$ cat src/hw/rtl/sliding_window_duration_stats_defines.svh
// Assertion macros shared by the window statistics RTL.
`ifndef SLIDING_WINDOW_DURATION_STATS_DEFINES_SVH
`define SLIDING_WINDOW_DURATION_STATS_DEFINES_SVH

// Same-cycle implication, sampled on clk_i, quiet during reset.
`define SWDS_ASSERT_IMP(lbl, ante, cons, msg) \
  lbl: assert property (@(posedge clk_i) disable iff (!rst_ni) (ante) |-> (cons)) \
    else $error(msg);

// Next-cycle implication, sampled on clk_i, quiet during reset.
`define SWDS_ASSERT_NXT(lbl, ante, cons, msg) \
  lbl: assert property (@(posedge clk_i) disable iff (!rst_ni) (ante) |=> (cons)) \
    else $error(msg);

`endif

$ cat src/hw/rtl/swds_pkg.sv
package swds_pkg;

  localparam int unsigned FIELD_BITS = 40;
  localparam int unsigned COUNT_FIELD_BITS = 9;

  localparam logic OP_PUSH  = 1'b0;
  localparam logic OP_CLEAR = 1'b1;

  typedef struct packed {
    logic latch;
    logic update;
    logic start;
    logic scan;
    logic div_init;
    logic div_step;
    logic load_out;
  } cmd_t;

  typedef struct packed {
    logic empty;
    logic scan_done;
    logic div_done;
    logic out_free;
  } status_t;

endpackage

$ cat src/hw/rtl/swds_ctrl.sv
`include "sliding_window_duration_stats_defines.svh"

module swds_ctrl (
  input  logic              clk_i,
  input  logic              rst_ni,
  input  logic              in_valid_i,
  output logic              in_ready_o,
  input  swds_pkg::status_t st_i,
  output swds_pkg::cmd_t    cmd_o
);

  localparam logic [2:0] S_IDLE   = 3'd0;
  localparam logic [2:0] S_UPDATE = 3'd1;
  localparam logic [2:0] S_START  = 3'd2;
  localparam logic [2:0] S_SCAN   = 3'd3;
  localparam logic [2:0] S_DIVI   = 3'd4;
  localparam logic [2:0] S_DIV    = 3'd5;
  localparam logic [2:0] S_FIN    = 3'd6;

  logic [2:0] state_q, state_d;

  assign in_ready_o = (state_q == S_IDLE);

  always_comb begin
    state_d        = state_q;
    cmd_o          = '0;
    unique case (state_q)
      S_IDLE: begin
        if (in_valid_i) begin
          cmd_o.latch = 1'b1;
          state_d     = S_UPDATE;
        end
      end
      S_UPDATE: begin
        cmd_o.update = 1'b1;
        state_d      = S_START;
      end
      S_START: begin
        cmd_o.start = 1'b1;
        // an empty window reports zeros straight away
        state_d     = st_i.empty ? S_FIN : S_SCAN;
      end
      S_SCAN: begin
        cmd_o.scan = 1'b1;
        if (st_i.scan_done) begin
          state_d = S_DIVI;
        end
      end
      S_DIVI: begin
        cmd_o.div_init = 1'b1;
        state_d        = S_DIV;
      end
      S_DIV: begin
        if (st_i.div_done) begin
          state_d = S_FIN;
        end else begin
          cmd_o.div_step = 1'b1;
        end
      end
      S_FIN: begin
        // hold until the output register is free
        if (st_i.out_free) begin
          cmd_o.load_out = 1'b1;
          state_d        = S_IDLE;
        end
      end
      default: begin
        state_d = S_IDLE;
      end
    endcase
  end

  always_ff @(posedge clk_i or negedge rst_ni) begin
    if (!rst_ni) begin
      state_q <= S_IDLE;
    end else begin
      state_q <= state_d;
    end
  end

  `SWDS_ASSERT_IMP(a_load_needs_room, cmd_o.load_out, st_i.out_free, "result overwritten")
  `SWDS_ASSERT_NXT(a_accept_starts, cmd_o.latch, state_q == S_UPDATE, "accept lost")

endmodule

$ cat config.mk
export PLATFORM = sky130hd
export DESIGN_NAME = swds_ctrl
export DESIGN_NICKNAME = d
export VERILOG_FILES = /design/src/hw/rtl/swds_pkg.sv /design/src/hw/rtl/swds_ctrl.sv
export VERILOG_INCLUDE_DIRS = /design/src /design/src/hw/rtl
export SDC_FILE = /design/constraint.sdc
export NUM_CORES = 1
export LEC_CHECK = 0
export BUFFER_PORTS_ARGS = -buffer_cell sky130_fd_sc_hd__buf_2
export CAP_MARGIN = 20
export CELL_PAD_IN_SITES_DETAIL_PLACEMENT = 0
export CELL_PAD_IN_SITES_GLOBAL_PLACEMENT = 1
export CORE_AREA = 5 5 42 44
export CTS_CLUSTER_SIZE = 40
export DETAILED_ROUTE_END_ITERATION = 10
export DIE_AREA = 0 0 47 49
export PLACE_DENSITY = 0.66
export SKIP_LAST_GASP = 1
export SLEW_MARGIN = 20
export SYNTH_ARGS = -nofsm -noshare
export SYNTH_HDL_FRONTEND = slang
export SYNTH_SLANG_ARGS = --single-unit
$ cat constraint.sdc
create_clock -name clk_i -period 1.75 [get_ports clk_i]
set_input_delay 0.175 -clock clk_i [delete_from_list [all_inputs] [get_ports clk_i]]
set_output_delay 0.175 -clock clk_i [all_outputs]
set_load 0.02 [all_outputs]
==> reports/qor.csv <==
stage,metric,value,unit
outcome,outcome,finished clean,
pwr,irDropWorstVdd,0.0003772,V
pwr,clkPwrFrac,18.5,%
clock_tree,cts_root_buffer,clkbuf_4,
worst_setup_path,max_stage_delay,0.53,ns
sta,rsz0062_at_grt,false,
synth,netlist_instances,33,
worst_setup_path,setup.worst_path.start,state_q[2],
detailed_routing,detail-route-antenna-nets,0,
synth,synthFlopType,dfrtp_1,
synth,synth-xor-area-share,0,%
synth,synth_top_family_by_area,simple AND/OR/NAND/NOR gates,
grt,grt_pass1_wl,1.048,mm
pwr,p_sw,324.0,uW
clock_tree,clockBufferDepth,2,
grt,grt.busiest_layer,met2,
sta,finalHoldViolations,0,
sta,slew_violations,0,
worst_setup_path,cp_slowest_cell,dfrtp_1,
die,core.rowCount,14,
synth,synthMuxAreaShare,0,%
synth,synth_nets,40,
clock_tree,cts.sinks,3,
layout,area_delta_synth_final,33.80,%
sta,fin_crit_sh,84.09,%
die,core_area,0.001401,sq mm
place,finalWeightedCongestion,0.7570,
synth,synth_area_leaders,"dfrtp_1 28%, clkbuf_8 10%, nor3b_1 8.3%",
detailed_routing,wl_per_cell,9.662,um
sta,worstMarginPinSlew,0.3557,ns
worst_setup_path,cp-end-kind,primary output,
worst_setup_path,crit_path_cell_trace,nand2b_1 -> nor3b_1 -> buf_2,
layout,largest-register,state_q,
worst_setup_path,critical-path-top-delay-family,flip-flops,
worst_setup_path,ff2ff_setup_slack,0.44,ns
pwr,p_int,351.3,uW
sta,max_freq,679.5,MHz
sta,setup_slack,0.2783,ns
clock_tree,cts_inserted_buffers,3,
pwr,powerDensity,1868,mW/mm^2
synth,yosys.area_share.simple,36.57,%
synth,synth_compound_area_share,21.30,%
die,initial_core_util,19.29,%
die,die_h,49,um
sta,skew,0.001880,ns
clock_tree,htree_levels,1,
clock_tree,postCtsSetupBuffers,0,
synth,synth_top_area_cell,dfrtp_1,
place,dpl.hpwl,471.4,um
layout,fill_cells,169,
pwr,comb_power_share,51.0,%
worst_setup_path,timing.rr.end,state_q[0],
clock_tree,clk_pin_slew,0.04,ns
die,die_area,0.002303,sq mm
sta,max_slew_margin,76.28,%
synth,ys_types,20,
worst_setup_path,crit_type,flop to primary output,
synth,synthArstFlopShare,100.0,%
worst_setup_path,rr_worst_depth,3,
min_path,holdPathStages,2,
synth,synth_top_area_share,27.78,%
die,die_w,47,um
place,post-place-ws,0.4430,ns
synth,synth_fa_ha_area_share,0,%
grt,gr-usage-met1,7.726,%
grt,grtUsageMet3,1.476,%
detailed_routing,drt_first_pass_iters,4,
synth,yosysWarningCount,0,
synth,yosysMostFrequentCell,nor2_1,
detailed_routing,viasPerCell,4.354,
grt,antenna_found_initial,0,
grt,gr-usage-met2,8.371,%
place,port_buffers,14,
grt,grt_use_total,6.417,%
synth,synth-edff-count,0,
detailed_routing,wirelength,628,um
layout,fin_nets,57,
worst_setup_path,critPathBufInv,1,
layout,n_antenna_cell,0,
sta,fin_setup_tns,0,ns
detailed_routing,via_count,283,
clock_tree,cts_tree,done,
pwr,seq_power_share,30.5,%
flow_run,cap_violations,0,
min_path,hold_class,input port to flop,
layout,largest_register_ff_count,3,
worst_setup_path,path_max_fanout,14,
clock_tree,clk_latency,0.24,ns
layout,top_regs,state_q (3),
detailed_routing,first_iter_violations,4,
sta,setup_viol,0,
synth,seq_area_frac_synth,27.78,%
pwr,power.leakage,0.1742,nW
synth,ys_ff_latch,3,
synth,yosys-top-cells-count,"4 x nor2_1, 3 x dfrtp_1, 3 x nand2_1, 3 x nor3b_1",
layout,drive_gt1_share,34.69,%
worst_setup_path,cp_data_arrival_time,1.30,ns
worst_setup_path,cp-endpoint,cmd_o[1],
pwr,power,675.3,uW
synth,synth_area,270.3,sq um
grt,grt_start_max_net_pins,15,
synth,synth.avg_cell_area,8.190,sq um
detailed_routing,drcViolationCount,0,
sta,post-route-min-period,1.472,ns
die,io_pins,15,
worst_setup_path,r2r-start,state_q[1],
pwr,switching_share,47.98,%
worst_setup_path,cp.required,1.57,ns
grt,grt_pass1_vias,239,
worst_setup_path,crit_cells,3,
grt,grt_overflow,0,
worst_setup_path,start_kind,flop,
## area by class of cell
class	count	area (sq um)	share of cell area, %
clock buffers	4	26.28	7.266
inverters	1	3.754	1.038
multi-input cells	26	156.4	43.25
flip-flops and latches	3	75.07	20.76
well taps	16	20.02	5.536
repair buffers	15	80.08	22.15
## worst min path at each step
| stage | startpoint | slack, ns | endpoint |
|---|---|---|---|
| finish | st_i[2] | 0.21 | state_q[2] |
| global route | st_i[2] | 0.22 | state_q[2] |
| CTS | st_i[2] | 0.21 | state_q[2] |
| detailed placement | rst_ni | -0.03 | state_q[1] |
| global placement | rst_ni | -0.03 | state_q[1] |
| floorplan | rst_ni | -0.12 | state_q[0] |
## power groups by stage
stage	Combinational [mW]	Clock [mW]	Sequential, mW
2_1_floorplan	0.385	0	0.132
3_3_place_gp	0.350	0	0.212
3_5_place_dp	0.347	0	0.209
4_1_cts	0.351	0.130	0.209
5_1_grt	0.378	0.131	0.229
6_report	0.344	0.125	0.206
## cells in the final DEF (no fill, tap or decap)
cell type       n
inv_1           1
or2b_1          1
buf_2          14
or3_1           1
nand2_1         3
nor3_1          1
nand3b_1        1
dfrtp_1         3
nor2_1          4
dlygate4sd3_1   1
nand2b_1        2
and2_1          1
o32ai_1         1
a21oi_1         1
o21a_1          2
a221o_1         1
o22a_1          1
o21ai_0         2
clkbuf_1        1
nand3_1         1
nor3b_1         3
clkbuf_4        3
## per-stage QoR
step | instances | util [%] | cell area (sq um) | hold WS (ns)
after detailed placement | 60 | 23.21 | 325.3 | -0.02717
after global placement | 60 | 23.21 | 325.3 | -0.02907
final | 65 | 25.80 | 361.6 | 0.2132
after global routing | 65 | 25.80 | 361.6 | 0.2189
after CTS | 65 | 25.80 | 361.6 | 0.2083
after floorplan | 33 | - | 270.3 | -0.1206
## kinds of logic (layout without fill, tap and decap cells)
logic type	Yosys count	after routing
buffers and inverters	4	20
AOI/OAI and AO/OA	8	8
DFF	3	3
and+or+nand+nor	18	18
## metal layers
metal | vias to the layer above | wire [um]
li1 | 149 | -
met1 | 119 | 237
met2 | 13 | 317
met3 | 2 | 54
met4 | 0 | 19
met5 | - | 0
## timing repair
action | in CTS | in global routing
hold endpoints to repair | 3 | 0
resized for setup | 0 | 0
hold buffers | 1 | 0
(Power assumes the default switching activity.)
